<file path="src/rtl/tetp_pkg.sv">
// shared types and constants of the timed event track player
package tetp_pkg;

    localparam int DEF_NUM_TRACKS = 16;
    localparam int DEF_EVENTS     = 256;
    localparam int TRK_W          = 4;
    localparam int SLOT_W         = 8;
    localparam int LEN_W          = 9;
    localparam int PT_W           = 40;
    localparam int Q_W            = 17;
    localparam int CNT_W          = 5;
    localparam int CFG_IDX_W      = 1;
    localparam logic [PT_W-1:0]  TIME_MAX = {PT_W{1'b1}};
    localparam logic [CNT_W-1:0] DIV_LAST = CNT_W'(Q_W - 1);

    typedef enum logic [1:0] {
        MODE_WRITE   = 2'd0,
        MODE_LENGTH  = 2'd1,
        MODE_TICK    = 2'd2,
        MODE_RESTART = 2'd3
    } t_mode;

    typedef enum logic [1:0] {
        KIND_STICK   = 2'd0,
        KIND_PRESS   = 2'd1,
        KIND_RELEASE = 2'd2,
        KIND_DONE    = 2'd3
    } t_kind;

    typedef enum logic [CFG_IDX_W-1:0] {
        CFG_MASK     = 1'b0,
        CFG_DURATION = 1'b1
    } t_cfg_idx;

    typedef enum logic [3:0] {
        ST_IDLE,
        ST_ACT_RD,
        ST_ACT_EV,
        ST_MUL,
        ST_DIV,
        ST_FIN,
        ST_PEND_CHK,
        ST_PEND_EV,
        ST_NEXT,
        ST_DONE
    } t_state;

    typedef struct packed {
        logic             accept;
        logic             rd_act;
        logic             rd_pend;
        logic             act_end;
        logic             mul;
        logic             div_step;
        logic             fin;
        logic             pend_eval;
        logic             done;
        logic             comp;
        logic [TRK_W-1:0] trk;
    } t_cmd;

    typedef struct packed {
        logic act_valid;
        logic act_end;
        logic act_ramp;
        logic pend_valid;
    } t_sts;

endpackage

</file>
<file path="src/rtl/tetp_ctrl.sv">
// sequencing state machine: walks the tracks of a tick and steps the ramp divider
module tetp_ctrl #(
    parameter int NUM_TRACKS = tetp_pkg::DEF_NUM_TRACKS
) (
    input  logic           i_clk,
    input  logic           i_rst_n,
    input  logic           i_start,
    input  logic [1:0]     i_mode,
    input  tetp_pkg::t_sts i_sts,
    output tetp_pkg::t_cmd o_cmd,
    output logic           o_busy
);
    import tetp_pkg::*;

    localparam int TW = (NUM_TRACKS > 1) ? $clog2(NUM_TRACKS) : 1;
    localparam logic [TW-1:0] TRK_LAST = TW'(NUM_TRACKS - 1);

    t_state           r_state, n_state;
    logic [TW-1:0]    r_trk, n_trk;
    logic [CNT_W-1:0] r_cnt, n_cnt;
    logic             r_comp, n_comp;

    always_ff @(posedge i_clk) begin
        if (!i_rst_n) begin
            r_state <= ST_IDLE;
            r_trk   <= '0;
            r_cnt   <= '0;
            r_comp  <= 1'b0;
        end else begin
            r_state <= n_state;
            r_trk   <= n_trk;
            r_cnt   <= n_cnt;
            r_comp  <= n_comp;
        end
    end

    always_comb begin
        n_state = r_state;
        n_trk   = r_trk;
        n_cnt   = r_cnt;
        n_comp  = r_comp;
        unique case (r_state)
            ST_IDLE: begin
                if (i_start && i_mode == MODE_TICK) begin
                    n_trk   = '0;
                    n_state = ST_ACT_RD;
                end
            end
            ST_ACT_RD: begin
                n_state = i_sts.act_valid ? ST_ACT_EV : ST_PEND_CHK;
            end
            ST_ACT_EV: begin
                if (!i_sts.act_end && i_sts.act_ramp) begin
                    n_comp  = 1'b0;
                    n_state = ST_MUL;
                end else begin
                    n_state = ST_PEND_CHK;
                end
            end
            ST_MUL: begin
                n_cnt   = '0;
                n_state = ST_DIV;
            end
            ST_DIV: begin
                if (r_cnt == DIV_LAST) begin
                    n_state = ST_FIN;
                end else begin
                    n_cnt = r_cnt + CNT_W'(1);
                end
            end
            ST_FIN: begin
                if (!r_comp) begin
                    n_comp  = 1'b1;
                    n_state = ST_MUL;
                end else begin
                    n_state = ST_PEND_CHK;
                end
            end
            ST_PEND_CHK: begin
                n_state = i_sts.pend_valid ? ST_PEND_EV : ST_NEXT;
            end
            ST_PEND_EV: begin
                n_state = ST_NEXT;
            end
            ST_NEXT: begin
                if (r_trk == TRK_LAST) begin
                    n_state = ST_DONE;
                end else begin
                    n_trk   = r_trk + TW'(1);
                    n_state = ST_ACT_RD;
                end
            end
            ST_DONE: begin
                n_state = ST_IDLE;
            end
            default: begin
                n_state = ST_IDLE;
            end
        endcase
    end

    always_comb begin
        o_cmd      = '0;
        o_cmd.trk  = TRK_W'(r_trk);
        o_cmd.comp = r_comp;
        unique case (r_state)
            ST_IDLE:     o_cmd.accept    = i_start;
            ST_ACT_RD:   o_cmd.rd_act    = i_sts.act_valid;
            ST_ACT_EV:   o_cmd.act_end   = i_sts.act_end;
            ST_MUL:      o_cmd.mul       = 1'b1;
            ST_DIV:      o_cmd.div_step  = 1'b1;
            ST_FIN:      o_cmd.fin       = 1'b1;
            ST_PEND_CHK: o_cmd.rd_pend   = i_sts.pend_valid;
            ST_PEND_EV:  o_cmd.pend_eval = 1'b1;
            ST_DONE:     o_cmd.done      = 1'b1;
            default:     o_cmd.accept    = 1'b0;
        endcase
    end

    assign o_busy = (r_state != ST_IDLE);

endmodule

</file>
<file path="config.mk">
export PLATFORM = sky130hd
export DESIGN_NAME = tetp_ctrl
export DESIGN_NICKNAME = d
export VERILOG_FILES = /design/src/rtl/tetp_pkg.sv /design/src/rtl/tetp_ctrl.sv
export SDC_FILE = /design/constraint.sdc
export NUM_CORES = 1
export LEC_CHECK = 0
export BUFFER_PORTS_ARGS = -buffer_cell sky130_fd_sc_hd__buf_2
export CORE_MARGIN = 2
export CORE_UTILIZATION = 53
export CTS_BUF_LIST = sky130_fd_sc_hd__clkbuf_4 sky130_fd_sc_hd__clkbuf_8
export CTS_CLUSTER_DIAMETER = 50
export CTS_CLUSTER_SIZE = 20
export DETAILED_ROUTE_END_ITERATION = 6
export GPL_ROUTABILITY_DRIVEN = 0
export HOLD_SLACK_MARGIN = 0.08
export PLACE_DENSITY = 0.78
export SKIP_CTS_REPAIR_TIMING = 1
export SLEW_MARGIN = 15
export SYNTH_ARGS = -nofsm -noshare
export SYNTH_HDL_FRONTEND = slang
export SYNTH_SLANG_ARGS = --single-unit
</file>
<file path="constraint.sdc">
create_clock -name i_clk -period 2.25 [get_ports i_clk]
set_clock_uncertainty 0.2 [all_clocks]
set_input_delay 0.225 -clock i_clk [delete_from_list [all_inputs] [get_ports i_clk]]
set_output_delay 0.225 -clock i_clk [all_outputs]
set_load 0.02 [all_outputs]
</file>
==> impl_metrics.ini, run 1 <==
[finish]
drive_gt1_share_pct = 24.8
stdcell_area_sq_mm = 0.00103
synthToLayoutAreaGrowth_pct = 14.3
layout.nets = 143
antenna_cells = 0

[place]
io_buffers = 23
dp_hpwl_um = 1480
place_area_sq_um = 996

[drt]
dr_wl_met3_um = 101
viasPerCell = 5.90
ant_nets = 0
dr.pass1.iters = 5
post_drt_wl_per_cell_um = 14.1
drc = 0
met2_length_um = 958
via_count = 855
totalWireLength_um = 2040
wl_met1_um = 942
drtIter0Drc = 35
maxUsedRoutingLayer = met4

[global_route]
grt_max_degree = 16
antenna_found_initial = 0
grt_use_total_pct = 23.7
grt_pass1_vias = 793
grt_pass1_wl_um = 3460
overflow = 0

[clock_network]
cts_tree = built
h-tree-depth = 1
clk_latency_ns = 0.29
numCtsBuffers = 3
clock-sinks = 14
clock_path_buffers = 2
cts_root_buf = clkbuf_4
clk_pin_slew_ns = 0.08

[logic_synthesis]
yosys_most_used_dff = dfxtp_1
ys_async_sr_fraction_pct = 0
synth_area_leaders = dfxtp_1, nand2_1, ha_1
avgSynthCellArea_sq_um = 8.34
netlist.area_leader.share_pct = 31.1
yosysSeqAreaShare_pct = 31.1
postSynthCellCount = 108
postSynthNetCount = 120
syn_area_sq_um = 901
synth_top_area_cell = dfxtp_1
synth.distinct_cells = 45
ys_warn_count = 0
synth_enable_flop_cells = 0
synth_seq_cells = 14

[timing]
slew_headroom_pct = 60.9
min_period_ns = 2.12
setup_violations = 0
rsz0062_at_grt = false
period_share_pct = 94.1
slew_violations = 0
finalHoldViolations = 0
fmaxAchievable_ghz = 0.472
tns_ns = 0
tightest_slew_ns = 0.586

[setup_path]
crit_buf_inv = 2
critPathRequiredTime_ns = 1.82
arrival_ns = 1.69
cp_slowest_cell = dfxtp_1
endpoint_kind = output pin
path_delay_family = flip-flops
worstPathCellList = nand2b_1, or2_2, inv_1, buf_2
cp_slowest_stage_delay_ns = 0.61
crit_type = reg2out
startpoint_type = flop
critPathMaxFanout = 11

[floorplan]
design.core.area_sq_mm = 0.00154
ioPinCount = 24
initial_core_util_pct = 58.4
row_count = 14
die_h_um = 45.2
die_w_um = 45.2
die_area_sq_mm = 0.00205

[power_and_ir_drop]
internal_power_uw = 529
switching_share_pct = 45.9
sequentialPowerShare_pct = 38.1
power.density_mw_per_mm2 = 950
power.share.clock_pct = 15.2
p_sw_uw = 449
ir_drop_uv = 639
combPwrFrac_pct = 46.7
p_leak_nw = 0.463

[worst_hold_path]
hold_class = in2reg

[status]
outcome = finished, final reports clean

[job]
max-cap-violations = 0
-- cell families (layout without fill, tap and decap cells) --
family,count (synthesis),after routing,share of synthesized area [%]
buffers and inverters,16,37,9.03
DFF,14,14,31.1
and+or+nand+nor,48,48,31.4
adders and majority gates,3,3,4.17
AOI/OAI and AO/OA,23,23,20.4
xor gates and xnor gates,4,4,3.89
-- Yosys cell counts, drive strengths merged (2+ instances only) --
cell,n
ha,3
nor4b,2
a21boi,3
buf,7
inv,9
xor2,4
nand2,11
nand4,4
nor4,2
dfxtp,14
and2,2
o21a,2
a21oi,4
nor3,2
or3,3
and3,2
nand2b,3
nand3,2
nor2,9
-- worst paths after layout --
check / start / slack [ns] / end / cells after the start
worst min register to register: r_trk[1] / 0.30 / r_trk[1] / 2
worst min-delay path: i_sts[0] / 0.15 / r_state[1] / 4
worst max register to register: r_state[3] / 0.29 / r_cnt[1] / 4
worst max-delay path: r_state[1] / 0.13 / o_cmd[9] / 4
-- power by group through the flow --
stage	logic (mW)	registers [mW]	clock network (mW)
after floorplan	0.396	0.329	0
after global placement	0.434	0.372	0
after detailed placement	0.449	0.376	0
after CTS	0.453	0.369	0.145
after global routing	0.504	0.386	0.153
final	0.457	0.372	0.149
-- final cells by class --
| cell class | count | area, sq um |
|---|---|---|
| multi-input combinational | 78 | 539 |
| inverter | 9 | 33.8 |
| fill | 145 | 512 |
| clock buffer | 3 | 22.5 |
| tap | 16 | 20.0 |
| sequential | 14 | 282 |
| timing repair buffer | 25 | 133 |
-- routing by layer --
layer	vias up	GRT usage, %
met5	-	0
met1	395	30.2
met4	0	10.0
li1	429	-
met2	27	37.4
met3	4	6.40
-- metrics by stage --
step | std cells | utilization [%] | setup slack [ns] | hold slack, ns | power (mW)
after global placement | 141 | 64.6 | 0.472 | 0.281 | 0.806
after floorplan | 108 | - | 0.441 | 0.276 | 0.725
final | 145 | 66.8 | 0.133 | 0.150 | 0.978
after global routing | 145 | 66.8 | 0.0311 | 0.190 | 1.04
after CTS | 144 | 66.1 | 0.105 | 0.0643 | 0.967
after detailed placement | 141 | 64.6 | 0.369 | 0.286 | 0.825
-- worst register-to-register path: cells and delay by family, from the launching register on --
kind / cells / cell delay [ns]
compound gates: 2 / 0.42
simple gates: 2 / 0.75
flops: 1 / 0.50
-- state kept, by name (all words and copies together) (netlist names) --
register	flops
r_trk	4
r_state	4
r_comp	1
r_cnt	5
-- cell usage in the layout (no fill, tap or decap), types with 3 or more instances in the layout --
master,n
buf_2,23
dfxtp_1,13
nand2_1,11
inv_1,9
nor2_1,9
a21oi_1,4
nand4_1,4
xor2_1,4
or3_1,3
nand2b_1,3
ha_1,3
clkbuf_4,3
No activity file was read; power rests on OpenSTA's default activity.
==> inputs of run 2 (changes only) <==
Settings changed: CELL_PAD_IN_SITES_DETAIL_PLACEMENT from default to 1, CELL_PAD_IN_SITES_GLOBAL_PLACEMENT from default to 1, CORE_UTILIZATION 53 to 39, PLACE_DENSITY 0.78 to 0.79.
==> run 2 against run 1 <==
Against the previous run:
- hold slack got worse by 0.017 ns
- non-clock buffer count fell by 1
- routed wire length rose by 6.4%
- maximum frequency rose by 1.7%
- sequential power rose by 5%
- clock power rose by 24%
- cell area rose by 2.2%
- critical path depth did not move
- cell count rose by 8.3%
- sequential share of layout area fell by 0.47 points
- setup slack improved by 0.035 ns
- count of clock-buffer cells in the layout rose by 1
- highest routed layer unchanged
==> impl_metrics.ini, run 2 (synthesis results as in run 1) <==
[setup_path]
rr_startpoint = r_state[2]
r2r_slack_ns = 0.27
crit_type = reg2out
reg2reg_depth = 4
cp_slowest_cell = dfxtp_1
worstPathCellList = nand2b_1, or2_2, inv_1, buf_2
r2r_end = r_cnt[1]
critPathRequiredTime_ns = 1.82
startpoint_type = flop
crit_buf_inv = 2
critPathMaxFanout = 15
endpoint_kind = output pin
arrival_ns = 1.66
path_delay_family = simple AND/OR/NAND/NOR gates
cp_slowest_stage_delay_ns = 0.50

[finish]
antenna_cells = 0
synthToLayoutAreaGrowth_pct = 16.8
top_regs = r_cnt (5), r_state (4), r_trk (4)
layout.nets = 142
drive_gt1_share_pct = 25.6
regMostFlops = r_cnt
final_common_cell = buf_2
stdcell_area_sq_mm = 0.00105
utilization_pct = 48.0
largest_register_ffs = 5
final_cell_mix = buf_2, dfxtp_1, nand2_1

[place]
dp_hpwl_um = 1700
place_area_sq_mm = 0.00100
io_buffers = 23

[global_route]
antenna_found_initial = 0
overflow = 0
grt_max_degree = 16
grt_pass1_wl_um = 3850
grt_use_total_pct = 19.1
grt_pass1_vias = 888

[status]
outcome = finished, final reports clean

[floorplan]
initial_core_util_pct = 41.1
die_w_um = 52.1
die_area_sq_mm = 0.00271
row_count = 17
die_h_um = 52.1
ioPinCount = 24
design.core.area_sq_mm = 0.00219

[drt]
dr.pass1.iters = 4
post_drt_wl_per_cell_um = 13.8
totalWireLength_um = 2170
ant_nets = 0
drc = 0
viasPerCell = 5.48
via_count = 860
drtIter0Drc = 14

[power_and_ir_drop]
ir_drop_uv = 478
power.density_mw_per_mm2 = 953
p_leak_nw = 0.465

[worst_hold_path]
hold_class = in2reg
hold_start = i_sts[3]
hold_end = r_state[2]
min_path_cells = 4

[timing]
setup_violations = 0
rsz0062_at_grt = false
tns_ns = 0
slew_violations = 0
min_period_ns = 2.08
finalHoldViolations = 0
tightest_slew_ns = 0.589
slew_headroom_pct = 60.7
period_share_pct = 92.6
hold_slack_ns = 0.133
fmaxAchievable_ghz = 0.480

[job]
max-cap-violations = 0

[clock_network]
cts_root_buf = clkbuf_4
cts_tree = built
clk_latency_ns = 0.28
clk_pin_slew_ns = 0.09
clock_path_buffers = 2
numCtsBuffers = 3
clock-sinks = 14
h-tree-depth = 1
## run 2: cell types whose count changed in the layout (fill, tap and decap cells not counted)
cell / delta
buf_4: -1
clkbuf_8: +1
dfxtp_1: -1
dfxtp_2: +1
## run 2: power breakdown
group	switching, mW	leakage, nW	internal [mW]
Sequential	0.107	0.114	0.284
Clock	0.0862	0.0210	0.0984
Combinational	0.252	0.330	0.174
Total	0.446	0.465	0.557
## run 2: per-stage QoR
| stage | instances | power (mW) | setup WS [ns] |
|---|---|---|---|
| 5_1_grt | 157 | 1.09 | 0.000308 |
| 6_report | 157 | 1.00 | 0.168 |
| 3_3_place_gp | 152 | 0.803 | 0.372 |
| 2_1_floorplan | 108 | 0.725 | 0.441 |
| 3_5_place_dp | 152 | 0.828 | 0.257 |
| 4_1_cts | 156 | 1.01 | 0.0870 |
## run 2: per-layer routing
layer,routed length [um],track usage [%]
met5,0,0
met4,25,6.58
met3,65,3.45
met2,1140,34.0
met1,940,22.8
## run 2: worst max-delay path by stage
stage | startpoint | endpoint | slack, ns | depth (start not counted)
2_1_floorplan | r_state[3] | r_cnt[1] | 0.44 | 4
3_3_place_gp | r_state[2] | r_cnt[1] | 0.37 | 4
3_5_place_dp | r_state[2] | r_cnt[1] | 0.26 | 4
4_1_cts | r_state[0] | o_cmd[9] | 0.09 | 4
5_1_grt | r_state[2] | o_cmd[7] | 0.0003 | 4
6_report | r_state[3] | o_cmd[9] | 0.17 | 4
## run 2: cell type report
type / count / area [sq um]
fill: 291 / 1140
multi-input combinational: 78 / 539
inverter: 9 / 33.8
timing repair buffer: 24 / 125
tap: 28 / 35.0
clock buffer: 4 / 36.3
sequential: 14 / 283
## run 2: worst min-delay path, delay by kind of cell
family | cells | cell delay [ns]
buffers and inverters | 1 | 0.09
AOI/OAI and AO/OA | 3 | 0.26
==> inputs of run 3 (changes only) <==
Settings changed: ABC_AREA from default to 1, CORE_UTILIZATION 39 to 37.
==> run 3 against run 2 <==
Against the previous run:
- maximum frequency is 9.1% higher
- setup slack better by 0.17 ns
- power is 16% higher
- highest routed layer unchanged
==> impl_metrics.ini, run 3 <==
[status]
outcome = finished, final reports clean

[logic_synthesis]
ys_async_sr_fraction_pct = 0
synth_simple_gate_area_share_pct = 43.3
synth_compound_area_share_pct = 9.91
ys_warn_count = 0
yosysSeqAreaShare_pct = 29.6
synth_area_leaders = dfxtp_1, nand2_1, nand3_1
synth_commonest_cells = nand2_1, inv_1, nor2_1
synth.distinct_cells = 24
synth_enable_flop_cells = 0
synth-xor-area-share_pct = 0.925
avgSynthCellArea_sq_um = 6.31
synthMostInstantiatedCell = nand2_1
postSynthNetCount = 162
netlist.area_leader.share_pct = 29.6
synth_top_area_cell = dfxtp_1
yosys.area_share.adder_pct = 3.96
synth_seq_cells = 14
synth_top_family_by_area = simple AND/OR/NAND/NOR gates
yosys_most_used_dff = dfxtp_1
postSynthCellCount = 150
synth_mux_area_share_pct = 0
syn_area_sq_um = 947

[worst_hold_path]
hold_class = in2reg
hold_start = i_sts[0]
hold_end = r_state[3]
min_path_cells = 4

[power_and_ir_drop]
sequentialPowerShare_pct = 30.3
p_leak_nw = 0.561
ir_drop_uv = 483
switching_share_pct = 52.4
combPwrFrac_pct = 57.3
p_sw_uw = 610
power.density_mw_per_mm2 = 1050
internal_power_uw = 555
power_mw = 1.17
power.share.clock_pct = 12.4

[finish]
utilization_pct = 45.4
largest_register_ffs = 5
fillers = 351
antenna_cells = 0
final_common_cell = nand2_1
regMostFlops = r_cnt
final_cell_mix = nand2_1, buf_2, inv_1, nor2_1, nand3_1
layout.nets = 188
synthToLayoutAreaGrowth_pct = 17.6
top_regs = r_cnt (5), r_state (4), r_trk (4)
drive_gt1_share_pct = 24.7

[floorplan]
ioPinCount = 24
row_count = 18
initial_core_util_pct = 38.6
die_h_um = 54.6
die_area_sq_mm = 0.00298
die_w_um = 54.6
design.core.area_sq_mm = 0.00245

[timing]
slew_headroom_pct = 74.9
finalHoldViolations = 0
setup_violations = 0
fmaxAchievable_ghz = 0.524
rsz0062_at_grt = false
slew_violations = 0
tns_ns = 0
period_share_pct = 84.9
hold_slack_ns = 0.0646
finalWorstSetupSlack_ns = 0.340
min_period_ns = 1.91
tightest_slew_ns = 0.375

[setup_path]
r2r_end = r_state[3]
arrival_ns = 1.48
startpoint_type = flop
crit_buf_inv = 1
critPathMaxFanout = 7
worstPathCellList = nand2_2, nor4_1, buf_2
cp_slowest_cell = dfxtp_1
r2r_slack_ns = 0.69
reg2reg_depth = 7
cp_slowest_stage_delay_ns = 0.53
endpoint_kind = output pin
critPathRequiredTime_ns = 1.82
crit_type = reg2out
rr_startpoint = r_state[0]
path_delay_family = flip-flops

[global_route]
antenna_found_initial = 0
grt_use_total_pct = 21.3
overflow = 0
grt_max_degree = 12
grt_pass1_wl_um = 4560
grt_pass1_vias = 1045

[clock_network]
clock_path_buffers = 2
clock-sinks = 14
cts_root_buf = clkbuf_4
numCtsBuffers = 3
clk_pin_slew_ns = 0.09
h-tree-depth = 1
cts_tree = built
clk_latency_ns = 0.28

[drt]
post_drt_wl_per_cell_um = 13.1
drc = 0
via_count = 1040
viasPerCell = 5.10
drtIter0Drc = 8
totalWireLength_um = 2670
dr.pass1.iters = 4
ant_nets = 0

[place]
place_ws_ns = 0.666
dp_hpwl_um = 2120
io_buffers = 23

[job]
max-cap-violations = 0
==> run 3: metal layers <==
metal,up-vias,part of all wire [%],GRT usage [%]
met5,-,0,0
met4,0,2.2,5.42
met3,6,3.5,6.01
met2,20,50,37.9
met1,488,44,24.8
li1,526,-,-
==> run 3: area by class of cell <==
type | count | area [sq um] | share of cell area, %
multi-input cells | 107 | 551 | 49.4
inverters | 26 | 97.6 | 8.76
repair buffers | 24 | 125 | 11.2
well taps | 30 | 37.5 | 3.37
flip-flops and latches | 14 | 280 | 25.2
clock buffers | 3 | 22.5 | 2.02
==> run 3: worst max-delay path by stage <==
| stage | depth (start not counted) | end | slack (ns) | start |
|---|---|---|---|---|
| after detailed placement | 4 | o_cmd[9] | 0.67 | r_state[3] |
| after CTS | 3 | o_cmd[12] | 0.34 | r_state[0] |
| final | 3 | o_cmd[12] | 0.34 | r_state[0] |
| after global placement | 4 | o_cmd[9] | 0.70 | r_state[2] |
| after floorplan | 2 | o_cmd[12] | 0.63 | r_state[0] |
| after global routing | 4 | o_cmd[9] | 0.23 | r_state[3] |
==> run 3: cells by family (layout without fill, tap and decap cells) <==
family / after synthesis / count (layout)
AO/OA/AOI/OAI: 18 / 18
AND/OR/NAND/NOR: 85 / 85
flip-flops: 14 / 14
buffers and inverters: 29 / 53
adder cells (fa/ha/maj): 3 / 3
XOR/XNOR: 1 / 1
==> run 3: power groups by stage <==
stage | clock network (mW) | registers (mW) | logic (mW)
2_1_floorplan | 0 | 0.353 | 0.496
4_1_cts | 0.153 | 0.355 | 0.673
6_report | 0.144 | 0.353 | 0.668
3_3_place_gp | 0 | 0.353 | 0.651
3_5_place_dp | 0 | 0.358 | 0.667
5_1_grt | 0.168 | 0.360 | 0.761
==> run 3: worst register-to-register path, stage by stage, from the launching register on <==
cell,delay [ns]
dfxtp_1,0.53
nor2_2,0.09
nand2_1,0.18
nor2_1,0.12
a21oi_1,0.15
o21ai_0,0.11
nand2_1,0.07
inv_1,0.03
==> run 3: metrics by stage <==
stage	cell area, sq um	std cells
final	1110	204
after global routing	1110	204
after CTS	1100	203
after detailed placement	1080	200
after global placement	1080	200
after floorplan	947	150
